`config.mk`:
```
export PLATFORM = sky130hd
export DESIGN_NAME = ja_prep
export DESIGN_NICKNAME = d
export VERILOG_FILES = /design/src/hw/rtl/ja_pkg.sv /design/src/hw/rtl/ja_prep.sv
export SDC_FILE = /design/constraint.sdc
export NUM_CORES = 1
export LEC_CHECK = 0
export BUFFER_PORTS_ARGS = -buffer_cell sky130_fd_sc_hd__buf_4
export CORE_UTILIZATION = 50
export DETAILED_ROUTE_END_ITERATION = 10
export GPL_TIMING_DRIVEN = 0
export PLACE_DENSITY = 0.86
export SLEW_MARGIN = 30
export SYNTH_ARGS = -nofsm -noshare
export SYNTH_HDL_FRONTEND = slang
export SYNTH_SLANG_ARGS = --single-unit
```
`constraint.sdc`:
```
create_clock -name clk -period 7.9 [get_ports clk]
set_clock_uncertainty 0.15 [all_clocks]
set_input_delay 1.975 -clock clk [delete_from_list [all_inputs] [get_ports clk]]
set_output_delay 1.975 -clock clk [all_outputs]
set_load 0.02 [all_outputs]
```
`src/hw/rtl/ja_pkg.sv`:
```
// ----------------------------------------------------------------------------
// ja_pkg: joystick angle shared definitions
// Types, register codes and the arctangent table for the cordic pipeline.
// ----------------------------------------------------------------------------
`default_nettype none

package ja_pkg;

  // configuration register indexes
  localparam int CFG_INDEX_BITS = 1;
  localparam logic [CFG_INDEX_BITS-1:0] CFG_X_CENTER = 1'b0;
  localparam logic [CFG_INDEX_BITS-1:0] CFG_Y_CENTER = 1'b1;

  // register reset values
  localparam int X_CENTER_RESET = 509;
  localparam int Y_CENTER_RESET = 523;

  // fraction bits of the vector datapath
  localparam int VEC_FRAC = 24;
  // integer headroom above the deflection for cordic gain
  localparam int VEC_GUARD = 2;

  // angle output: degrees * 64, one turn is 23040
  localparam int ANGLE_BITS = 15;
  localparam logic [15:0] ANGLE_UNITS = 16'd23040;
  localparam int ACC_BITS = 32;
  localparam logic [ACC_BITS-1:0] HALF_TURN = 32'h8000_0000;

  // atan(2^-i) as a 32-bit binary angle, rounded
  localparam int ATAN_LEN = 24;
  localparam logic [ACC_BITS-1:0] ATAN_TURNS [ATAN_LEN] = '{
    32'd536870912, 32'd316933406, 32'd167458907, 32'd85004756,
    32'd42667331,  32'd21354465,  32'd10679838,  32'd5340245,
    32'd2670163,   32'd1335087,   32'd667544,    32'd333772,
    32'd166886,    32'd83443,     32'd41722,     32'd20861,
    32'd10430,     32'd5215,      32'd2608,      32'd1304,
    32'd652,       32'd326,       32'd163,       32'd81
  };

  // control travelling with each beat down the pipe
  typedef struct packed {
    logic valid;
    logic zero;
  } ja_ctl_t;

endpackage

`default_nettype wire

```
`src/hw/rtl/ja_prep.sv`:
```
// ----------------------------------------------------------------------------
// ja_prep: deflection and half-plane fold
// Forms center minus sample for both axes, folds the left half plane onto
// the right one and seeds the angle accumulator.
// ----------------------------------------------------------------------------
`default_nettype none

module ja_prep #(
  parameter int SAMPLE_BITS = 10,
  parameter int VEC_BITS    = 37
) (
  input  wire logic                          clk,
  input  wire logic                          rst_n,
  input  wire logic                          valid_in,
  output logic                               ready_up,
  input  wire logic [SAMPLE_BITS-1:0]        x_sample,
  input  wire logic [SAMPLE_BITS-1:0]        y_sample,
  input  wire logic [SAMPLE_BITS-1:0]        x_center,
  input  wire logic [SAMPLE_BITS-1:0]        y_center,
  input  wire logic                          ready_dn,
  output ja_pkg::ja_ctl_t                    ctl_out,
  output logic signed [VEC_BITS-1:0]         x_out,
  output logic signed [VEC_BITS-1:0]         y_out,
  output logic [ja_pkg::ACC_BITS-1:0]        acc_out,
  output logic signed [SAMPLE_BITS:0]        dx_out,
  output logic signed [SAMPLE_BITS:0]        dy_out
);

  localparam int DEFL_BITS = SAMPLE_BITS + 1;
  localparam int EXT_BITS  = VEC_BITS - DEFL_BITS - ja_pkg::VEC_FRAC;

  ja_pkg::ja_ctl_t                  ctl_r, ctl_nxt;
  logic signed [VEC_BITS-1:0]       x_r, x_nxt;
  logic signed [VEC_BITS-1:0]       y_r, y_nxt;
  logic [ja_pkg::ACC_BITS-1:0]      acc_r, acc_nxt;
  logic signed [DEFL_BITS-1:0]      dx_r, dx_nxt;
  logic signed [DEFL_BITS-1:0]      dy_r, dy_nxt;
  logic signed [VEC_BITS-1:0]       x_ext, y_ext;

  assign ready_up = !ctl_r.valid || ready_dn;

  // deflections, scaled vector and fold of the left half plane
  always_comb begin
    dx_nxt = $signed({1'b0, x_center}) - $signed({1'b0, x_sample});
    dy_nxt = $signed({1'b0, y_center}) - $signed({1'b0, y_sample});
    x_ext  = {{EXT_BITS{dx_nxt[DEFL_BITS-1]}}, dx_nxt, {ja_pkg::VEC_FRAC{1'b0}}};
    y_ext  = {{EXT_BITS{dy_nxt[DEFL_BITS-1]}}, dy_nxt, {ja_pkg::VEC_FRAC{1'b0}}};
    ctl_nxt.valid = valid_in;
    ctl_nxt.zero  = (dx_nxt == '0) && (dy_nxt == '0);
    if (dx_nxt[DEFL_BITS-1]) begin
      x_nxt   = -x_ext;
      y_nxt   = -y_ext;
      acc_nxt = ja_pkg::HALF_TURN;
    end else begin
      x_nxt   = x_ext;
      y_nxt   = y_ext;
      acc_nxt = '0;
    end
  end

  // control register
  always_ff @(posedge clk) begin
    if (!rst_n) begin
      ctl_r <= '0;
    end else if (ready_up) begin
      ctl_r <= ctl_nxt;
    end
  end

  // payload register
  always_ff @(posedge clk) begin
    if (ready_up) begin
      x_r   <= x_nxt;
      y_r   <= y_nxt;
      acc_r <= acc_nxt;
      dx_r  <= dx_nxt;
      dy_r  <= dy_nxt;
    end
  end

  assign ctl_out = ctl_r;
  assign x_out   = x_r;
  assign y_out   = y_r;
  assign acc_out = acc_r;
  assign dx_out  = dx_r;
  assign dy_out  = dy_r;

endmodule

`default_nettype wire

```
Word level (Yosys, flattened, before mapping)
Cells that the tools add are included.
{ "totals": {"reg_bits": 130, "inputBits": 44, "out_inout_bits": 131, "elab_cells": 21} }
{ "op_classes": {"addsub": 4, "mux": 3, "reduce_logical": 5} }
{ "ops": {"columns": ["operator", "n"], "rows": [
  ["$neg A35 Y37", 2],
  ["$mux W37", 1],
  ["$mux W34", 1],
  ["$mux W32", 1],
  ["$logic_not A11 Y1", 2],
  ["$sub A10 B10 Y11", 2],
  ["$logic_and A1 B1 Y1", 1],
  ["$logic_not A1 Y1", 1],
  ["$logic_or A1 B1 Y1", 1]
]} }

Depth between registers and ports, before layout
{ "logic_depth": {"word_depth": 3, "mapped_depth": 12, "ltp_nobuf": 12} }

Worst setup path before layout
Ideal clock, no wire load.
{ "synth_path": {"kind": "input to output", "start": "in ready_dn", "end": "out ready_up", "t_arrival_ps": 3059, "required_time_ps": 5775, "setup_slack_ps": 2716, "cell_stages": 2, "n_path_buf": 0, "cell_sequence": "nor2b_1 > inv_1"} }
{ "synth_via": {"elab_chain_cells": 1} }
{ "synth_rtl": {"columns": ["item", "line", "text"], "rows": [
  ["start: declaration", "ja_prep.sv:20", "input wire logic ready_dn,"],
  ["$logic_or A1 B1 Y1", "ja_prep.sv:40", "assign ready_up = !ctl_r.valid || ready_dn;"],
  ["end: declaration", "ja_prep.sv:15", "output logic ready_up,"]
]} }
No other way between the ends.

Worst setup path after layout
Ends and elaborated chain as after synthesis.

==> flow_metrics.py <==
metrics = {
    "die": {
        "ios": 175,
        "initial_core_util_pct": 52.04,
        "fp.dieH_um": 86.10,
        "core_um2": 6794,
        "die_area_um2": 7412,
        "die-width_um": 86.10,
        "num_rows": 30,
    },
    "worst_setup_path": {
        "start_kind": "input port",
        "path_cells": "buf_4 > nor2b_1 > inv_2 > buf_12 > buf_4",
        "slowest_delay_ns": 0.25,
        "crit_slowest_cell": "inv_2",
        "cp_max_fo": 29,
        "cpMostUsedCell": "buf_4",
        "worstPathArrival_ns": 2.98,
        "path_class": "in -> out",
        "required_ns": 5.78,
        "endpoint_kind": "output pin",
    },
    "clock_tree": {
        "clock-sinks": 48,
        "numCtsBuffers": 5,
        "cts_resized": 0,
        "htree_num_levels": 2,
        "clk_path_buf_depth": 2,
        "path_clk_slew_ns": 0.08,
        "postCtsHoldBufs": 0,
        "tritoncts": "built",
        "clk_latency_ns": 0.30,
        "cts_setup_buffers": 0,
        "clockRootBuffer": "clkbuf_8",
    },
    "synth": {
        "ys.warnings.count": 0,
        "netlist_area_um2": 3536,
        "avgSynthCellArea_um2": 10.02,
        "ys.flop_type": "edfxtp_1",
        "postSynth.asyncResetShare_pct": 0,
        "yosysTopAreaCellShare_pct": 39.07,
        "ys_seq_area_share_pct": 40.20,
        "synthDistinctLibCells": 47,
        "synth_common_cells": "buf_4, edfxtp_1, inv_1",
        "yosys.area.top_type": "edfxtp_1",
        "synthMostInstantiatedCell": "buf_4",
        "postSynthCellCount": 353,
        "synth-edff-count": 46,
        "yosys_register_bits": 48,
        "synth_area_leaders": "edfxtp_1, buf_4, ha_1",
    },
    "status": {
        "status": "finished, final reports clean",
    },
    "global_routing": {
        "grt_pass1_vias": 2514,
        "grt_overflow": 0,
        "grt_max_degree": 30,
        "grt_use_total_pct": 19.37,
        "grt_pass1_wl_mm": 11.25,
        "antenna_found_initial": 0,
    },
    "routing": {
        "drc": 0,
        "vias": 2830,
        "drtPass1Iterations": 5,
        "wirelength_mm": 7.373,
        "drt-initial-drc-count": 104,
        "detail_route.wl_per_cell_um": 11.65,
        "vias_per_cell": 4.471,
        "antenna_left": 0,
    },
    "sta": {
        "rsz0062_at_grt": "no",
        "fmax_mhz": 196.0,
        "post-route-period-util_pct": 64.57,
        "fin_tns_setup_ns": 0,
        "hold_viol": 0,
        "finalSetupViolCount": 0,
        "layout_setup_ws_ns": 2.799,
        "tightest_slew_ns": 0.6521,
        "relSlewSlack_pct": 56.21,
        "fin_crit_ns": 5.101,
        "maxSlewViolCount": 0,
    },
    "placement": {
        "dpl_cell_area_um2": 4690,
        "gp_congestion": 0.8130,
        "place_ws_ns": 2.794,
        "dp_hpwl_mm": 5.962,
        "io_buffers": 95,
    },
    "finish": {
        "final_nets": 604,
        "syn_to_final_growth_pct": 36.38,
        "fillers": 508,
        "drive_gt1_share_pct": 37.62,
        "final_area_um2": 4822,
        "num_antenna_cells": 0,
        "final_util_pct": 70.98,
    },
    "power": {
        "ir_worst_vdd_uv": 80.82,
        "leakagePower_uw": 0.002423,
        "p_per_area_nw_per_um2": 207.7,
        "power_uw": 1002,
    },
    "min_path": {
        "hold_class": "reg -> reg",
    },
    "flow_run": {
        "cap_violations": 0,
    },
}
[worst paths after layout]
path | start | endpoint | slack, ns | cells past startpoint
hold / removal | ctl_out[0] | ctl_out[0] | 0.36 | 2
setup reg to reg | ctl_out[1] | ctl_out[0] | 6.33 | 5
setup / recovery | ready_dn | ready_up | 2.80 | 5
hold reg to reg | ctl_out[0] | ctl_out[0] | 0.36 | 2
[placed cells by master, fill, tap and decap left out, types with 4 or more instances in the layout]
master,count
a21oi_1,17
buf_4,177
clkbuf_1,5
clkbuf_8,5
conb_1,81
edfxtp_1,46
ha_1,22
inv_1,31
nand2_1,20
nor2_1,18
nor3_1,4
o21a_1,5
o21ai_0,19
xnor2_1,25
xor2_1,7
[registers in the layout, indices dropped and copies added, names as in the netlist]
name,count
ctl_out,2
dx_out,9
acc_out,1
x_out,13
dy_out,10
y_out,13
[layout make-up]
cell class / count / area, um^2 / share of cell area (%)
clock inverter: 2 / 60.06 / 1.245
timing repair buffer: 96 / 733.2 / 15.20
inverter: 32 / 120.1 / 2.491
tap: 96 / 120.1 / 2.491
clock buffer: 6 / 72.57 / 1.505
buffer: 87 / 635.6 / 13.18
multi-input combinational: 266 / 1659 / 34.41
sequential: 48 / 1421 / 29.48
[critical path: cells and delay by family]
kind	cells	cell delay [ns]
buffers and inverters	4	0.78
AND/OR/NAND/NOR	1	0.23
[per-stage QoR]
stage / cells / hold slack [ns]
2_1_floorplan: 433 / 0.4095
3_3_place_gp: 624 / 0.3336
3_5_place_dp: 625 / 0.3543
4_1_cts: 633 / 0.3640
5_1_grt: 633 / 0.3823
6_report: 633 / 0.3650
[power breakdown]
part | switching (uW) | internal (uW)
Clock | 77.3 | 126
Sequential | 18.4 | 354
Combinational | 245 | 181
Total | 341 | 661
[cells by family after synthesis]
logic type                 synth area share (%)
buffers and inverters                     21.37
other                                    0.1061
and+or+nand+nor                           9.165
muxes                                    0.3184
adders and majority gates                 8.917
DFF                                       40.20
AOI/OAI and AO/OA                         11.54
xor gates and xnor gates                  8.387
[per-layer routing]
metal | GRT usage [%] | wire length (um) | part of all wire [%] | vias up
li1 | - | - | - | 1403
met4 | 9.091 | 201 | 2.7 | 0
met1 | 22.57 | 2879 | 39 | 1269
met5 | 0 | 0 | 0 | -
met3 | 3.176 | 558 | 7.6 | 16
met2 | 34.63 | 3734 | 51 | 142
Power figures use the tool's default switching activity.
