--- config.mk ---
export PLATFORM = sky130hd
export DESIGN_NAME = ja_cordic_cell
export DESIGN_NICKNAME = d
export VERILOG_FILES = /design/src/hw/rtl/ja_pkg.sv /design/src/hw/rtl/ja_cordic_cell.sv
export SDC_FILE = /design/constraint.sdc
export NUM_CORES = 1
export LEC_CHECK = 0
export BUFFER_PORTS_ARGS = -buffer_cell sky130_fd_sc_hd__buf_2
export CORE_UTILIZATION = 54
export DETAILED_ROUTE_END_ITERATION = 12
export PLACE_DENSITY = 0.81
export SKIP_CTS_REPAIR_TIMING = 1
export SLEW_MARGIN = 20
export SYNTH_ARGS = -nofsm -noshare
export SYNTH_HDL_FRONTEND = slang
export SYNTH_SLANG_ARGS = --single-unit
--- constraint.sdc ---
create_clock -name clk -period 5.7 [get_ports clk]
set_clock_uncertainty 0.1 [all_clocks]
set_input_delay 0.285 -clock clk [delete_from_list [all_inputs] [get_ports clk]]
set_output_delay 0.285 -clock clk [all_outputs]
set_load 0.05 [all_outputs]
--- src/hw/rtl/ja_pkg.sv ---
// ----------------------------------------------------------------------------
// ja_pkg: joystick angle shared definitions
// Types, register codes and the arctangent table for the cordic pipeline.
// ----------------------------------------------------------------------------
`default_nettype none

package ja_pkg;

  // configuration register indexes
  localparam int CFG_INDEX_BITS = 1;
  localparam logic [CFG_INDEX_BITS-1:0] CFG_X_CENTER = 1'b0;
  localparam logic [CFG_INDEX_BITS-1:0] CFG_Y_CENTER = 1'b1;

  // register reset values
  localparam int X_CENTER_RESET = 509;
  localparam int Y_CENTER_RESET = 523;

  // fraction bits of the vector datapath
  localparam int VEC_FRAC = 24;
  // integer headroom above the deflection for cordic gain
  localparam int VEC_GUARD = 2;

  // angle output: degrees * 64, one turn is 23040
  localparam int ANGLE_BITS = 15;
  localparam logic [15:0] ANGLE_UNITS = 16'd23040;
  localparam int ACC_BITS = 32;
  localparam logic [ACC_BITS-1:0] HALF_TURN = 32'h8000_0000;

  // atan(2^-i) as a 32-bit binary angle, rounded
  localparam int ATAN_LEN = 24;
  localparam logic [ACC_BITS-1:0] ATAN_TURNS [ATAN_LEN] = '{
    32'd536870912, 32'd316933406, 32'd167458907, 32'd85004756,
    32'd42667331,  32'd21354465,  32'd10679838,  32'd5340245,
    32'd2670163,   32'd1335087,   32'd667544,    32'd333772,
    32'd166886,    32'd83443,     32'd41722,     32'd20861,
    32'd10430,     32'd5215,      32'd2608,      32'd1304,
    32'd652,       32'd326,       32'd163,       32'd81
  };

  // control travelling with each beat down the pipe
  typedef struct packed {
    logic valid;
    logic zero;
  } ja_ctl_t;

endpackage

`default_nettype wire

--- src/hw/rtl/ja_cordic_cell.sv ---
// ----------------------------------------------------------------------------
// ja_cordic_cell: one vectoring micro-rotation
// Rotates the vector toward the x axis by atan(2^-STAGE) and updates the
// angle accumulator, then hands the beat to the next cell.
// ----------------------------------------------------------------------------
`default_nettype none

module ja_cordic_cell #(
  parameter int SAMPLE_BITS = 10,
  parameter int VEC_BITS    = 37,
  parameter int STAGE       = 0
) (
  input  wire logic                          clk,
  input  wire logic                          rst_n,
  input  wire ja_pkg::ja_ctl_t               ctl_in,
  output logic                               ready_up,
  input  wire logic signed [VEC_BITS-1:0]    x_in,
  input  wire logic signed [VEC_BITS-1:0]    y_in,
  input  wire logic [ja_pkg::ACC_BITS-1:0]   acc_in,
  input  wire logic signed [SAMPLE_BITS:0]   dx_in,
  input  wire logic signed [SAMPLE_BITS:0]   dy_in,
  input  wire logic                          ready_dn,
  output ja_pkg::ja_ctl_t                    ctl_out,
  output logic signed [VEC_BITS-1:0]         x_out,
  output logic signed [VEC_BITS-1:0]         y_out,
  output logic [ja_pkg::ACC_BITS-1:0]        acc_out,
  output logic signed [SAMPLE_BITS:0]        dx_out,
  output logic signed [SAMPLE_BITS:0]        dy_out
);

  localparam logic [ja_pkg::ACC_BITS-1:0] ATAN_STEP = ja_pkg::ATAN_TURNS[STAGE];

  ja_pkg::ja_ctl_t                  ctl_r;
  logic signed [VEC_BITS-1:0]       x_r, x_nxt;
  logic signed [VEC_BITS-1:0]       y_r, y_nxt;
  logic [ja_pkg::ACC_BITS-1:0]      acc_r, acc_nxt;
  logic signed [SAMPLE_BITS:0]      dx_r, dy_r;
  logic signed [VEC_BITS-1:0]       xs, ys;

  assign ready_up = !ctl_r.valid || ready_dn;

  // micro-rotation, shifts round toward minus infinity
  always_comb begin
    xs = x_in >>> STAGE;
    ys = y_in >>> STAGE;
    if (!y_in[VEC_BITS-1]) begin
      x_nxt   = x_in + ys;
      y_nxt   = y_in - xs;
      acc_nxt = acc_in + ATAN_STEP;
    end else begin
      x_nxt   = x_in - ys;
      y_nxt   = y_in + xs;
      acc_nxt = acc_in - ATAN_STEP;
    end
  end

  // control register
  always_ff @(posedge clk) begin
    if (!rst_n) begin
      ctl_r <= '0;
    end else if (ready_up) begin
      ctl_r <= ctl_in;
    end
  end

  // payload register
  always_ff @(posedge clk) begin
    if (ready_up) begin
      x_r   <= x_nxt;
      y_r   <= y_nxt;
      acc_r <= acc_nxt;
      dx_r  <= dx_in;
      dy_r  <= dy_in;
    end
  end

  assign ctl_out = ctl_r;
  assign x_out   = x_r;
  assign y_out   = y_r;
  assign acc_out = acc_r;
  assign dx_out  = dx_r;
  assign dy_out  = dy_r;

endmodule

`default_nettype wire

Word-level counts from Yosys, hierarchy flattened. Index checks and enable logic that the tools add are counted.

Memory bits (writable): 0. Output and inout bits: 131. Latch bits: 0. Register bits after elaboration: 130. Memories kept: 0. Input bits: 133. Word-level logic and storage cells: 17. Bits in read-only memories: 0.

Muxes and demuxes: 3. Reduce and logical (&&, ||, !) cells: 2. Magnitude comparators: 0. Eq/ne operators: 0. Shift operators: 0. Bitwise logic cells: 0. Add/subtract/negate cells: 5. Divide/modulo/power cells: 0. Multipliers: 0.

Operator list (count): $mux 37 (2); $sub 37x37->37 (2); $add 37x37->37 (1); $add 32x30->32 const B (1); $mux 32 (1); $sub 32x30->32 const B (1); $logic_not 1->1 (1); $logic_or 1x1->1 (1).

Longest topological paths before layout.
Depth after elaboration: 2. Mapped depth: 13. Gate-level depth less buffers: 12.

Worst setup path before layout. OpenSTA, ideal clock, no wires.

Kind: reg2reg. Start point: register ctl_r (netlist bit ctl_out[1]). End point: register ctl_r (netlist bit ctl_out[1]). Period minus slack after synthesis: 4.614 ns. Arrival time: 4.192 ns. Stages on the path, launching flop included: 3. Slack: 1.086 ns. Required time: 5.278 ns. Path through: dfxtp_1 nand2b_1 a21boi_0.

Word-level cells in the longest chain between the ends: 2.

RTL lines: from (decl) (RTL line ja_cordic_cell.sv:33) `ja_pkg::ja_ctl_t ctl_r;`; from (signal assigned) (RTL line ja_cordic_cell.sv:62) `ctl_r <= ctl_in;`; $logic_not 1->1 (RTL line ja_cordic_cell.sv:40) `assign ready_up = !ctl_r.valid || ready_dn;`; $logic_or 1x1->1 (RTL line ja_cordic_cell.sv:40); net ready_up (RTL line ja_cordic_cell.sv:16) `output logic ready_up,`.

The timed path passes the listed nets, and every way through them passes these cells. A chain may end at the register's enable or synchronous reset.

Worst setup path after layout.
Start point: input x_in[0]. End point: register y_r[36] (netlist: y_out[36]) (data pin).

Word-level cells in the longest chain between the ends: 2. Elaborated cells on any way between the ends: 3.

RTL lines: from (decl) (RTL line ja_cordic_cell.sv:17) `input wire logic signed [VEC_BITS-1:0] x_in,`; $sub 37x37->37 / $add 37x37->37 (equally long branches) (RTL line ja_cordic_cell.sv:48, ja_cordic_cell.sv:52); $mux 37 (*) (RTL line ja_cordic_cell.sv:46) `if (!y_in[VEC_BITS-1]) begin`; net y_nxt[36] (RTL line ja_cordic_cell.sv:35) `logic signed [VEC_BITS-1:0] y_r, y_nxt;`; to (signal assigned) (RTL line ja_cordic_cell.sv:70) `y_r <= y_nxt;`; to (decl) (RTL line ja_cordic_cell.sv:35).

Mark *: on every way through the listed nets, which the timed path passes. The rest lies on a longest branch.

==> run_results.csv <==
group,metric,value,unit
synth,yosysTopAreaCell,"edfxtp_1",
timing,finalSetupViolations,0,
setup_path,cp_slowest_cell,"a311oi_2",
clock_tree,cts_root_buf,"clkbuf_16",
synth,synth_flop_cell,"edfxtp_1",
placed_design,port_buffers,263,
placed_design,numPlacedInstances,1613,
timing,setup-tns-final,0,ns
synth,synth_warnings,0,
synth,postSynth.asyncResetShare,0,
cells_and_area,fin_nets,1668,
synth,syn-instance-count,1138,
min_path,hp-class,"input port to flip-flop",
clock_tree,clkTransAtPathRegs,0.06,ns
setup_path,required,5.77,ns
placed_design,dp_slack,1.82,ns
global_routing,gr-total-overflow,0,
clock_tree,clock-sinks,129,
global_routing,antenna_found_initial,4,
clock_tree,h-tree-depth,4,
timing,fmax,277,MHz
cells_and_area,multiInputGateArea,0.00597,mm²
drt,vias_per_cell,5.96,
placed_design,dp_hpwl,25.3,mm
setup_path,critPathMaxFanout,6,
synth,synth_edf_count,127,
die,rows,50,
cells_and_area,area_growth,24.7,%
synth,yosysUniqueCellTypes,74,
setup_path,slowest_delay,0.54,ns
die,core-area,0.0189,mm²
setup_path,cp-end-kind,"flip-flop",
synth,yosys.area.top_type_share,0.364,
timing,timing.hold.ws,0.0199,ns
global_routing,grt_max_degree,92,
cells_and_area,final.fill_count,1521,
synth,yosysMostFrequentCell,"a21oi_1",
die,die-area,0.0200,mm²
synth,yosysSeqAreaShare,0.368,
cells_and_area,design_area,0.0131,mm²
clock_tree,clockBufferDepth,2,
status,status,"complete, no violations",
clock_tree,cts_tree,"yes",
drt,wl_per_cell,20.3,µm
power_and_ir_drop,power_per_cell_area,306,mW/mm²
setup_path,cp_cell_sequence,"buf_2, ha_1, inv_1, fa_1, o21ba_2, or4_1, a311oi_2, o31ai_2, a21oi_2, a41o_1, a21oi_1, a2bb2oi_1, xnor2_1",
synth,avgSynthCellArea,9.21,µm²
drt,drt_iter0_drc,924,
drt,dr.pass1.iters,6,
die,ios,264,
setup_path,worst-setup-path-type,"input port to flip-flop",
timing,finalCritPeriodShare,0.632,
global_routing,grtUsageTotal,0.325,
drt,antenna_left,0,
job,max_cap_violations,0,
drt,drc,0,
cells_and_area,stdcell_count,1700,
global_routing,grt_first_pass_wirelength,49.8,mm
cells_and_area,drive_gt1_frac,0.226,
drt,wirelength,34.5,mm
synth,synth-seq-cells,129,
power_and_ir_drop,ir_drop,211,µV
placed_design,place.gp.congestion,0.972,
clock_tree,cts_buffers,17,
placed_design,placed_cell_area,0.0120,mm²
die,fp.dieH,141,µm
die,start_util,0.555,
synth,syn_nets,1383,
power_and_ir_drop,leakage,6.05,nW
timing,tightest_slew,0.773,ns
synth,ys_top_cells_by_count,"132 x a21oi_1, 127 x edfxtp_1, 118 x inv_1",
drt,vias,10100,
timing,slew-limit-headroom,0.480,
timing,rsz0062_at_grt,"no",
cells_and_area,regArea,0.00385,mm²
global_routing,grt_pass1_vias,9175,
synth,netlist_area,0.0105,mm²
setup_path,arrival,3.67,ns
timing,maxSlewViolCount,0,
timing,post-route-worst-setup-slack,2.10,ns
clock_tree,clkLatencyLatePin,0.42,ns
timing,fin_crit,3.60,ns
timing,hold_violations,0,
synth,yosys-top-cells-area,"edfxtp_1 36%, ha_1 13%, a21oi_1 6.3%",
die,die_w,141,µm
setup_path,cp-start-kind,"input port",
[registers in the layout, indices dropped and copies added, names as in the netlist]
register	flops
x_out	37
y_out	36
acc_out	32
dx_out	11
dy_out	11
ctl_out	2
[power by group]
| group | switching, mW | leakage, nW | internal, mW |
|---|---|---|---|
| clock | 0.479 | 0.282 | 0.652 |
| sequential | 0.0482 | 1.33 | 1.23 |
| combinational | 1.14 | 4.44 | 0.441 |
| total | 1.67 | 6.05 | 2.33 |
[per-stage QoR]
step                 util  power, mW
global route        0.692       4.13
CTS                 0.664       3.95
finish              0.692       4.00
detailed placement  0.633       2.82
global placement    0.633       2.81
floorplan               -       2.43
[cell families (layout without fill, tap and decap cells)]
logic type | after synthesis | count (layout) | share of synthesized area
AO/OA/AOI/OAI | 383 | 383 | 0.239
XOR/XNOR | 72 | 72 | 0.0609
adder cells (fa/ha/maj) | 112 | 112 | 0.137
buffers and inverters | 173 | 471 | 0.0633
flip-flops | 129 | 129 | 0.368
multiplexers | 18 | 18 | 0.0172
other | 0 | 4 | 0
AND/OR/NAND/NOR | 251 | 251 | 0.116
[cell usage in the layout (no fill, tap or decap), types with 10 or more instances in the layout]
cell,instances
a21oi_1,132
xnor2_1,65
o21ai_0,72
dlygate4sd3_1,51
mux2i_1,18
clkbuf_16,17
nand3_1,24
nor4_1,10
nor3_1,20
inv_1,118
ha_1,108
nand2b_1,10
nand2_1,60
a211oi_1,16
a21o_1,37
nor2_1,71
nor2b_1,10
o21bai_1,25
edfxtp_1,127
o31ai_1,10
buf_2,263
[worst max-delay path, delay by kind of cell]
family,cells,cell delay [ns]
compound gates,7,2.09
xor+xnor,1,0.09
fa+ha+maj,2,0.58
simple gates,1,0.46
buf+inv,2,0.17
[path summary, 6_finish.rpt]
kind	startpoint	slack (ns)	cells after the start	to
worst max-delay path	x_in[0]	2.10	13	y_out[36]
worst min register to register	ctl_out[0]	0.49	2	ctl_out[0]
worst min-delay path	rst_n	0.02	2	ctl_out[0]
worst max register to register	ctl_out[1]	3.88	2	y_out[10]
[final cells by class]
| class | count | area share |
|---|---|---|
| Antenna cell | 4 | 0.000766 |
| Clock buffer | 18 | 0.0328 |
| Clock inverter | 14 | 0.0119 |
| Inverter | 121 | 0.0348 |
| Multi-Input combinational cell | 836 | 0.457 |
| Sequential cell | 129 | 0.295 |
| Tap cell | 260 | 0.0249 |
| Timing Repair Buffer | 318 | 0.143 |
[routing by layer]
metal,up-vias,GRT usage,wire (µm)
li1,4687,-,-
met1,4767,0.398,13400
met2,570,0.548,16700
met3,107,0.0513,2790
met4,0,0.182,1670
met5,-,0,0
No activity file was read; power rests on OpenSTA's default activity.
