==> config.mk <==
export PLATFORM = sky130hd
export DESIGN_NAME = ja_scale
export DESIGN_NICKNAME = d
export VERILOG_FILES = /design/src/hw/rtl/ja_pkg.sv /design/src/hw/rtl/ja_scale.sv
export SDC_FILE = /design/constraint.sdc
export NUM_CORES = 1
export LEC_CHECK = 0
export ABC_AREA = 1
export CORE_ASPECT_RATIO = 1.25
export CORE_UTILIZATION = 50
export CTS_CLUSTER_SIZE = 12
export DETAILED_ROUTE_END_ITERATION = 8
export DONT_BUFFER_PORTS = 1
export GPL_TIMING_DRIVEN = 0
export PLACE_DENSITY = 0.66
export SYNTH_ARGS = -nofsm -noshare
export SYNTH_HDL_FRONTEND = slang
export SYNTH_SLANG_ARGS = --single-unit
==> constraint.sdc <==
create_clock -name clk -period 7.2 [get_ports clk]
set_clock_uncertainty 0.15 [all_clocks]
set_input_delay 1.44 -clock clk [delete_from_list [all_inputs] [get_ports clk]]
set_output_delay 1.44 -clock clk [all_outputs]
set_load 0.01 [all_outputs]
==> src/hw/rtl/ja_pkg.sv <==
// ----------------------------------------------------------------------------
// ja_pkg: joystick angle shared definitions
// Types, register codes and the arctangent table for the cordic pipeline.
// ----------------------------------------------------------------------------
`default_nettype none

package ja_pkg;

  // configuration register indexes
  localparam int CFG_INDEX_BITS = 1;
  localparam logic [CFG_INDEX_BITS-1:0] CFG_X_CENTER = 1'b0;
  localparam logic [CFG_INDEX_BITS-1:0] CFG_Y_CENTER = 1'b1;

  // register reset values
  localparam int X_CENTER_RESET = 509;
  localparam int Y_CENTER_RESET = 523;

  // fraction bits of the vector datapath
  localparam int VEC_FRAC = 24;
  // integer headroom above the deflection for cordic gain
  localparam int VEC_GUARD = 2;

  // angle output: degrees * 64, one turn is 23040
  localparam int ANGLE_BITS = 15;
  localparam logic [15:0] ANGLE_UNITS = 16'd23040;
  localparam int ACC_BITS = 32;
  localparam logic [ACC_BITS-1:0] HALF_TURN = 32'h8000_0000;

  // atan(2^-i) as a 32-bit binary angle, rounded
  localparam int ATAN_LEN = 24;
  localparam logic [ACC_BITS-1:0] ATAN_TURNS [ATAN_LEN] = '{
    32'd536870912, 32'd316933406, 32'd167458907, 32'd85004756,
    32'd42667331,  32'd21354465,  32'd10679838,  32'd5340245,
    32'd2670163,   32'd1335087,   32'd667544,    32'd333772,
    32'd166886,    32'd83443,     32'd41722,     32'd20861,
    32'd10430,     32'd5215,      32'd2608,      32'd1304,
    32'd652,       32'd326,       32'd163,       32'd81
  };

  // control travelling with each beat down the pipe
  typedef struct packed {
    logic valid;
    logic zero;
  } ja_ctl_t;

endpackage

`default_nettype wire

==> src/hw/rtl/ja_scale.sv <==
// ----------------------------------------------------------------------------
// ja_scale: binary angle to degrees * 64
// Multiplies the 32-bit turn fraction by 23040, rounds half up, wraps a full
// turn and a null vector to zero and holds the result in the output register.
// ----------------------------------------------------------------------------
`default_nettype none

module ja_scale #(
  parameter int SAMPLE_BITS = 10
) (
  input  wire logic                          clk,
  input  wire logic                          rst_n,
  input  wire ja_pkg::ja_ctl_t               ctl_in,
  output logic                               ready_up,
  input  wire logic [ja_pkg::ACC_BITS-1:0]   acc_in,
  input  wire logic signed [SAMPLE_BITS:0]   dx_in,
  input  wire logic signed [SAMPLE_BITS:0]   dy_in,
  input  wire logic                          ready_dn,
  output logic                               valid_out,
  output logic signed [SAMPLE_BITS:0]        dx_out,
  output logic signed [SAMPLE_BITS:0]        dy_out,
  output logic [ja_pkg::ANGLE_BITS-1:0]      angle_out
);

  localparam int PROD_BITS = ja_pkg::ACC_BITS + 16;

  ja_pkg::ja_ctl_t                  mul_ctl_r;
  logic [PROD_BITS-1:0]             prod_r;
  logic signed [SAMPLE_BITS:0]      mul_dx_r, mul_dy_r;
  logic                             mul_ready;

  logic                             out_valid_r;
  logic signed [SAMPLE_BITS:0]      out_dx_r, out_dy_r;
  logic [ja_pkg::ANGLE_BITS-1:0]    angle_r, angle_nxt;
  logic [PROD_BITS-1:0]             rounded;
  logic [15:0]                      whole;

  assign mul_ready = !out_valid_r || ready_dn;
  assign ready_up  = !mul_ctl_r.valid || mul_ready;

  // multiply stage control
  always_ff @(posedge clk) begin
    if (!rst_n) begin
      mul_ctl_r <= '0;
    end else if (ready_up) begin
      mul_ctl_r <= ctl_in;
    end
  end

  // multiply stage payload
  always_ff @(posedge clk) begin
    if (ready_up) begin
      prod_r   <= {16'b0, acc_in} * {{ja_pkg::ACC_BITS{1'b0}}, ja_pkg::ANGLE_UNITS};
      mul_dx_r <= dx_in;
      mul_dy_r <= dy_in;
    end
  end

  // round half up, wrap a full turn, force zero for a null vector
  always_comb begin
    rounded = prod_r + PROD_BITS'(ja_pkg::HALF_TURN);
    whole   = rounded[PROD_BITS-1:ja_pkg::ACC_BITS];
    if (mul_ctl_r.zero || (whole >= ja_pkg::ANGLE_UNITS)) begin
      angle_nxt = '0;
    end else begin
      angle_nxt = whole[ja_pkg::ANGLE_BITS-1:0];
    end
  end

  // output register
  always_ff @(posedge clk) begin
    if (!rst_n) begin
      out_valid_r <= 1'b0;
    end else if (mul_ready) begin
      out_valid_r <= mul_ctl_r.valid;
    end
  end

  always_ff @(posedge clk) begin
    if (mul_ready) begin
      angle_r  <= angle_nxt;
      out_dx_r <= mul_dx_r;
      out_dy_r <= mul_dy_r;
    end
  end

  assign valid_out = out_valid_r;
  assign dx_out    = out_dx_r;
  assign dy_out    = out_dy_r;
  assign angle_out = angle_r;

endmodule

`default_nettype wire

**Word level (Yosys, flattened, before mapping)**

Cells that the tools add are included.

- Register bits: 100
- Input bits: 59
- Output and inout port bits: 39
- Logic and storage cells: 17

- $add $sub $neg: 1
- Multipliers: 1
- Magnitude comparators: 1
- Reduce and logical (&&, ||, !) cells: 5

Operators by type and width:

| cell | count |
|---|---|
| $add 47x32->48 const B | 1 |
| $mul 32x6->38 const B | 1 |
| $ge 16x15->1 const B | 1 |
| $logic_or 1x1->1 | 3 |
| $logic_not 1->1 | 2 |

**Logic depth before layout (Yosys ltp)**

Gate-level depths: netlist of the first run.

- Depth after elaboration: 3
- Mapped depth: 19
- Mapped depth without buffers: 19

**Worst setup path after synthesis of the first run**

No wires, ideal clock.

- Path kind: input-to-reg
- Start point: input acc_in[4] (netlist name)
- End point: register prod_r[34], data pin
- Library setup time: 0.259 ns
- Arrival: 4.020 ns
- Required time: 6.791 ns
- Setup slack: 2.771 ns
- Stages on the path: 12
- Path buffers: 0
- Path through: ha_1 fa_1 inv_1 fa_1 inv_1 ha_1 a21oi_1 o21ai_0 or2_2 nand3_1 nand3_1 xor2_1

- Cells in the longest elaborated chain, start to end: 1

RTL lines:

| item | RTL line | RTL |
|---|---|---|
| start: declaration | ja_scale.sv:15 | `input wire logic [ja_pkg::ACC_BITS-1:0] acc_in,` |
| $mul 32x6->38 | ja_scale.sv:53 | `prod_r <= {16'b0, acc_in} * {{ja_pkg::ACC_BITS{1'b0}}, ja_pkg::ANGLE_UNITS};` |
| end signal: assignment | ja_scale.sv:53 |  |
| end: declaration | ja_scale.sv:28 | `logic [PROD_BITS-1:0] prod_r;` |

No other way between the ends.
A chain may end at the register's enable or synchronous reset.

**Final worst setup path of the first run**

- Start point: input acc_in[4] (netlist name)
- End point: register prod_r[44], data pin

The elaborated chain is that of the path after synthesis.

==> qor.yml, run 1 <==
power_and_ir_drop:
  internal-power_mw: 1.34
  p_leak_nw: 3.68
  p_sw_mw: 1.01
  power_density_nw_per_um2: 316
  p_comb_share_pct: 50.2
  p_seq_share_pct: 31.3
  power.share.clock_pct: 18.6
  power_mw: 2.35
  switching_share_pct: 42.8
  ir_drop_uv: 181
route:
  wire_per_inst_um: 14.0
  dr_total_vias: 4981
  wl_mm: 13.6
  firstDrtPassIters: 4
  vias_per_cell: 5.12
  drc_errors: 0
  ant_nets: 0
  drt_iter0_markers: 235
clocking:
  cts_setup_buffers: 0
  htree_levels: 3
  tritoncts: "yes"
  clock-sinks: 78
  ctsResizeCount: 0
  clock_latency_ns: 0.33
  clk_pin_slew_ns: 0.05
  cts_hold_buf: 0
  cts_buffers: 9
  clock-root-buffer: "clkbuf_16"
  cts_buffer_depth: 2
timing:
  relSlewSlack_pct: 48.4
  worst_pin_slew_ns: 0.773
  finalHoldViolCount: 0
  setup_tns_ns: 0
  finalCriticalPeriod_ns: 4.41
  fmax_mhz: 227
  min_period_over_period_pct: 61.3
  setup_viol: 0
  rsz0062_at_grt: "false"
  maxSlewViolCount: 0
critical_path:
  startpoint_type: "input pin"
  crit_type: "input pin to register"
  cp_common_cell: "nand2_1"
  slowest_stage: "fa_1"
  critPathMaxStageDelay_ns: 0.56
  critPathMaxFanout: 4
  cp_cell_sequence: "ha_1 > fa_1 > inv_1 > fa_1 > inv_1 > ha_1 > nand2_1 > o21ai_0 > a21oi_1 > o21ai_0 > nand2_1 > nand3_1 > nand2_1"
  critPathRequiredTime_ns: 7.13
  crit_path_end_kind: "register"
  r2r_setup_slack_ns: 5.05
  worst_ep_arrival_time_ns: 4.34
floorplanning:
  die_width_um: 107
  rows: 47
  die-area_um2: 14200
  initial_utilization_pct: 51.4
  io_pins: 98
  die_y_um: 133
  core_area_um2: 13300
placed_design:
  globalplace.congestion: 0.894
  portBuffers: 0
  dp_hpwl_mm: 12.0
layout:
  drive_above_1_share_pct: 4.24
  n_antenna_cell: 0
  syn_to_final_growth_pct: 8.35
  layout_common_cells: "172 x inv_1, 151 x nand2_1, 81 x ha_1, 79 x nor2_1, 75 x edfxtp_1"
  final_common_cell: "inv_1"
  nets: 985
synthesis:
  ys_ff_latch: 78
  synth_area_leaders: "edfxtp_1 33%, ha_1 15%, fa_1 14%, inv_1 9.4%, nand2_1 8.3%"
  synth_cell_type_count: 27
  synth_top_area_cell: "edfxtp_1"
  synth-warning-count: 0
  seq_area_frac_synth_pct: 33.7
  avgSynthCellArea_um2: 8.76
  yosys.area.top_type_share_pct: 32.8
  syn_area_um2: 6870
  syn_nets: 972
  synth_cells: 784
global_route:
  first_global_vias: 5203
  grt_max_degree: 27
  antenna_found_initial: 0
  grt_pass1_wl_mm: 22.9
  grt_usage_pct: 20.4
  grt_overflow: 0
worst_hold_path:
  hold_path_class: "register to register"
job:
  maxCapViolCount: 0
run_status:
  status: "finished, final reports clean"
==> state kept, by name, indices dropped and copies added, names as in the netlist <==
register and flops:
valid_out 1, mul_ctl_r 2, dx_out 11, angle_out 15, dy_out 11, mul_dy_r 11, prod_r 16, mul_dx_r 11
==> worst paths after layout <==
check,start,cells past startpoint,endpoint
max,acc_in[4],13,prod_r[44]
min,mul_dy_r[3],0,dy_out[3]
max reg2reg,prod_r[31],11,angle_out[4]
min reg2reg,mul_dy_r[3],0,dy_out[3]
==> synth_stat cells <==
library cell  instances
nand4_1               6
o21a_1                3
a21o_1                7
edfxtp_1             75
xnor2_1               8
nor3_2                1
xor2_1               15
nor2_1               79
nand3_2               3
fa_1                 48
nor2_2                6
nand2_2               1
buf_8                 1
nor3_1                9
dfxtp_1               3
o21ai_0              25
ha_1                 81
nor3_4                1
nand2_1             151
inv_1               172
nand3_1              33
a21boi_0              3
or2_2                 1
a31oi_1               1
o21bai_1              4
a21oi_1              46
nand2_4               1
==> layout make-up <==
| class | count | area [um^2] |
|---|---|---|
| Clock inverter | 7 | 73.8 |
| Tap cell | 171 | 214 |
| Clock buffer | 9 | 225 |
| Sequential cell | 78 | 2310 |
| Buffer | 1 | 15.0 |
| Fill cell | 1190 | 5910 |
| Inverter | 172 | 646 |
| Timing Repair Buffer | 2 | 55.1 |
| Multi-Input combinational cell | 533 | 3900 |
==> cell families after synthesis <==
kind of cell / count (synthesis) / share of synthesized area [%]
buffers and inverters: 173 / 9.62
flip-flops: 78 / 33.7
AO/OA/AOI/OAI: 89 / 7.12
XOR/XNOR: 23 / 2.93
AND/OR/NAND/NOR: 292 / 17.9
adder cells (fa/ha/maj): 129 / 28.8
==> layer usage <==
metal  share of wire (%)  GRT usage [%]  vias up
met5                   0              0        -
met4                 1.6           5.71        0
met3                 3.4           2.71       17
met2                  53           39.4      112
met1                  42           23.1     2304
li1                    -              -     2548
==> per-stage QoR <==
stage          cell area [um^2]  hold slack [ns]  std cells  worst slack (ns)  util [%]
2_1_floorplan              6870            0.250        784              2.77         -
3_3_place_gp               7080            0.251        955              2.49      53.0
3_5_place_dp               7140            0.255        957              2.47      53.5
4_1_cts                    7440            0.266        973              2.79      55.7
5_1_grt                    7440            0.268        973              2.51      55.7
6_report                   7440            0.266        973              2.79      55.7
==> power groups by stage <==
stage	Combinational [mW]	Clock, mW	Sequential, mW
6_report	1.18	0.436	0.735
3_3_place_gp	1.16	0	0.737
3_5_place_dp	1.18	0	0.745
4_1_cts	1.19	0.447	0.736
5_1_grt	1.38	0.465	0.746
2_1_floorplan	0.924	0	0.721
==> worst max-delay path, delay by kind of cell <==
family | cells | cell delay [ns]
compound gates | 3 | 0.67
buf+inv | 2 | 0.09
fa+ha+maj | 4 | 1.73
simple gates | 4 | 0.38
No activity file was read; power rests on OpenSTA's default activity.
==> inputs of run 2 (changes only) <==
--- a/config.mk
+++ b/config.mk
@@ -5,14 +5,14 @@
 export SDC_FILE = /design/constraint.sdc
 export NUM_CORES = 1
 export LEC_CHECK = 0
-export ABC_AREA = 1
+export ABC_AREA = 0
 export CORE_ASPECT_RATIO = 1.25
 export CORE_UTILIZATION = 50
 export CTS_CLUSTER_SIZE = 12
 export DETAILED_ROUTE_END_ITERATION = 8
 export DONT_BUFFER_PORTS = 1
 export GPL_TIMING_DRIVEN = 0
-export PLACE_DENSITY = 0.66
+export PLACE_DENSITY = 0.69
 export SYNTH_ARGS = -nofsm -noshare
 export SYNTH_HDL_FRONTEND = slang
 export SYNTH_SLANG_ARGS = --single-unit
==> constraint.sdc (replaced) <==
create_clock -name clk -period 3.6 [get_ports clk]
set_clock_uncertainty 0.15 [all_clocks]
set_input_delay 0.72 -clock clk [delete_from_list [all_inputs] [get_ports clk]]
set_output_delay 0.72 -clock clk [all_outputs]
set_load 0.01 [all_outputs]
==> qor.yml, run 2 <==
run_status:
  status: "complete, but fails checks"  # was finished, final reports clean
  violations: "negative setup slack"
route:
  dr_total_vias: 4019  # was 4981
  wl_mm: 11.3  # was 13.6 mm
  drc_errors: 0  # unchanged
  drt_iter0_markers: 180  # was 235
  firstDrtPassIters: 4  # unchanged
  vias_per_cell: 5.38  # was 5.12
  ant_nets: 0  # unchanged
  wire_per_inst_um: 15.1  # was 14.0 um
layout:
  final_common_cell: "inv_1"  # unchanged
  layout_common_cells: "98 x inv_1, 75 x edfxtp_1, 51 x ha_1, 47 x fa_1, 28 x ha_4"  # was 172 x inv_1, 151 x nand2_1, 81 x ha_1, 79 x nor2_1, 75 x edfxtp_1
  multi_input_area_um2: 4030  # was 3900 um^2
  n_antenna_cell: 0  # unchanged
  fillers: 963  # was 1190
  top_register: "prod_r"  # unchanged
  seq_area_um2: 2310  # unchanged
  nets: 766  # was 985
  largest_reg_flops: 16  # unchanged
  syn_to_final_growth_pct: 17.6  # was 8.35%
  drive_above_1_share_pct: 19.0  # was 4.24%
critical_path:
  critPathMaxStageDelay_ns: 0.51  # was 0.56 ns
  r2r_setup_slack_ns: 1.16  # was 5.05 ns
  critPathMaxFanout: 4  # unchanged
  reg2regPathDepth: 8  # was 11
  slowest_stage: "fa_1"  # unchanged
  crit_cells: 13  # unchanged
  worst_r2r_endpoint: "angle_out[5]"  # was angle_out[4]
  crit_type: "input pin to register"  # unchanged
  startpoint_type: "input pin"  # unchanged
  crit_path_end: "prod_r[43]"  # was prod_r[44]
  worst_ep_arrival_time_ns: 3.80  # was 4.34 ns
  crit_path_end_kind: "register"  # unchanged
  crit_start: "acc_in[16]"  # was acc_in[4]
  r2r-start: "prod_r[33]"  # was prod_r[31]
  critPathRequiredTime_ns: 3.51  # was 7.13 ns
  cp_cell_sequence: "ha_4 > fa_1 > inv_1 > fa_1 > inv_2 > ha_4 > nand4_4 > or2_4 > or4_4 > a31oi_4 > o21bai_2 > a31o_1 > o41a_1"  # was ha_1 > fa_1 > inv_1 > fa_1 > inv_1 > ha_1 > nand2_1 > o21ai_0 > a21oi_1 > o21ai_0 > nand2_1 > nand3_1 > nand2_1
  path_buf_inv: 2  # unchanged
  critPathTopFamily: "adder cells"  # unchanged
synthesis:
  synth-edff-count: 75  # unchanged
  yosysMostFrequentCell: "inv_1"  # unchanged
  synth_top_area_cell: "edfxtp_1"  # unchanged
  synth_cell_type_count: 60  # was 27
  yosys.area.top_type_share_pct: 35.6  # was 32.8%
  synth-async-reset-ratio_pct: 0  # unchanged
  seq_area_frac_synth_pct: 36.5  # was 33.7%
  synth-warning-count: 0  # unchanged
  syn_area_um2: 6330  # was 6870 um^2
  avgSynthCellArea_um2: 11.4  # was 8.76 um^2
  synth_area_leaders: "edfxtp_1 36%, ha_1 16%, fa_1 15%, inv_1 6.8%, xor2_1 3.0%"  # was edfxtp_1 33%, ha_1 15%, fa_1 14%, inv_1 9.4%, nand2_1 8.3%
  syn_nets: 745  # was 972
  ys_top_cells_by_count: "114 x inv_1, 81 x ha_1, 75 x edfxtp_1"  # was 172 x inv_1, 151 x nand2_1, 81 x ha_1
  synth_cells: 557  # was 784
  ys_ff_latch: 78  # unchanged
  synth_ff_type: "edfxtp_1"  # unchanged
timing:
  setup_tns_ns: -2.51  # was 0 ns
  setup_viol: 13  # was 0
  worst_pin_slew_ns: 0.957  # was 0.773 ns
  rsz0062_at_grt: "true"  # was false
  setup_slack_ns: -0.291  # was 2.79 ns
  relSlewSlack_pct: 36.0  # was 48.4%
  finalHoldViolCount: 0  # unchanged
  fmax_mhz: 257
  finalCriticalPeriod_ns: 3.89
  hold-worst-slack_ns: 0.268  # was 0.266 ns
  maxSlewViolCount: 0  # unchanged
  min_period_over_period_pct: 108
power_and_ir_drop:
  p_sw_mw: 1.78  # was 1.01 mW
  internal-power_mw: 3.06  # was 1.34 mW
  p_comb_share_pct: 49.2  # was 50.2%
  switching_share_pct: 36.8  # was 42.8%
  ir_drop_uv: 306  # was 181 uV
  p_seq_share_pct: 31.0  # was 31.3%
  power.share.clock_pct: 19.8  # was 18.6%
  power_mw: 4.84  # was 2.35 mW
  p_leak_nw: 3.23  # was 3.68 nW
  power_density_nw_per_um2: 650  # was 316 nW/um^2
clocking:
  clock_latency_ns: 0.33  # about the same
  htree_levels: 3  # unchanged
  cts_buffers: 9  # unchanged
  cts_buffer_depth: 2  # unchanged
  tritoncts: "yes"  # unchanged
  clock-root-buffer: "clkbuf_16"  # unchanged
  clock-sinks: 78  # unchanged
  clk_pin_slew_ns: 0.06  # was 0.05 ns
global_route:
  grt_max_degree: 41  # was 27
  grt_overflow: 0  # unchanged
  first_global_vias: 4098  # was 5203
  grt_usage_pct: 18.0  # was 20.4%
  antenna_found_initial: 0  # unchanged
  grt_pass1_wl_mm: 18.6  # was 22.9 mm
floorplanning:
  die_width_um: 103  # was 107 um
  die_y_um: 128  # was 133 um
  io_pins: 98  # unchanged
  rows: 45  # was 47
  core_area_um2: 12200  # was 13300 um^2
  initial_utilization_pct: 51.8  # was 51.4%
  die-area_um2: 13100  # was 14200 um^2
worst_hold_path:
  hold_path_class: "register to register"  # unchanged
  min_from: "mul_dy_r[0]"  # was mul_dy_r[3]
placed_design:
  post-place-ws_ns: -0.699  # was 2.47 ns
  globalplace.congestion: 0.844  # was 0.894
  dp_hpwl_mm: 8.99  # was 12.0 mm
  portBuffers: 0  # unchanged
job:
  maxCapViolCount: 0  # unchanged
-- run 2: cell types whose count changed after synthesis, sizes merged, moves of 10 or more --
cell / before / now
a21oi: 46 / 30
nand2: 153 / 20
nand3: 36 / 14
a21o: 7 / 17
o21ai: 25 / 13
inv: 172 / 114
nor2: 85 / 22
-- run 2: routing by layer --
layer / vias up / routed length (um) / GRT usage [%]
met2: 97 / 5720 / 31.1
met1: 1927 / 4710 / 22.2
met5: - / 0 / 0
li1: 1980 / - / -
met3: 15 / 664 / 4.25
met4: 0 / 153 / 5.38
-- run 2: power by group through the flow --
stage	registers [mW]	clock network (mW)	logic (mW)
3_5_place_dp	1.52	0	2.14
4_1_cts	1.50	0.974	2.26
6_report	1.50	0.957	2.38
5_1_grt	1.53	1.02	2.66
2_1_floorplan	1.47	0	1.77
3_3_place_gp	1.51	0	2.09
-- run 2: worst register-to-register path, cell delays in order, from the launching register on --
cell      delay (ns)
edfxtp_1        0.43
nand3_2         0.15
nor3_4          0.35
nand4_1         0.19
xnor2_1         0.23
a311oi_1        0.14
o211ai_2        0.31
buf_6           0.19
nor2_1          0.06
-- run 2: cell type report --
class / count / area share (%)
buffer: 4 / 0.521
multi-input combinational: 361 / 54.1
clock inverter: 5 / 1.11
inverter: 114 / 5.82
sequential: 78 / 31.1
tap: 164 / 2.76
clock buffer: 11 / 3.26
timing repair buffer: 10 / 1.33
-- run 2: per-stage QoR --
stage	utilization [%]	instance area [um^2]	cells
3_3_place_gp	56.3	6880	721
6_report	60.9	7440	747
5_1_grt	60.9	7440	747
3_5_place_dp	56.3	6880	721
2_1_floorplan	-	6670	557
4_1_cts	59.8	7300	742
-- run 2: worst min-delay path by stage --
stage / to / cells after the start
after CTS: dy_out[10] / 0
after floorplan: dx_out[0] / 0
after global placement: dx_out[9] / 0
after detailed placement: dx_out[8] / 0
final: dy_out[0] / 0
after global routing: dy_out[1] / 0
-- run 2: what timing repair did --
| action | 4_1_cts | 5_1_grt |
|---|---|---|
| hold buffers | 0 | 0 |
| setup endpoints to repair | 13 | 15 |
| hold endpoints to repair | 0 | 0 |
| setup buffers | 5 | 4 |
| gates resized for setup | 12 | 21 |
| pin swaps | 27 | 20 |
-- run 2: cells by family after synthesis --
family,count (synthesis),synth area share [%]
AO/OA/AOI/OAI,97,10.9
XOR/XNOR,37,5.12
adder cells (fa/ha/maj),129,31.2
buffers and inverters,118,7.38
flip-flops,78,36.5
AND/OR/NAND/NOR,98,8.82
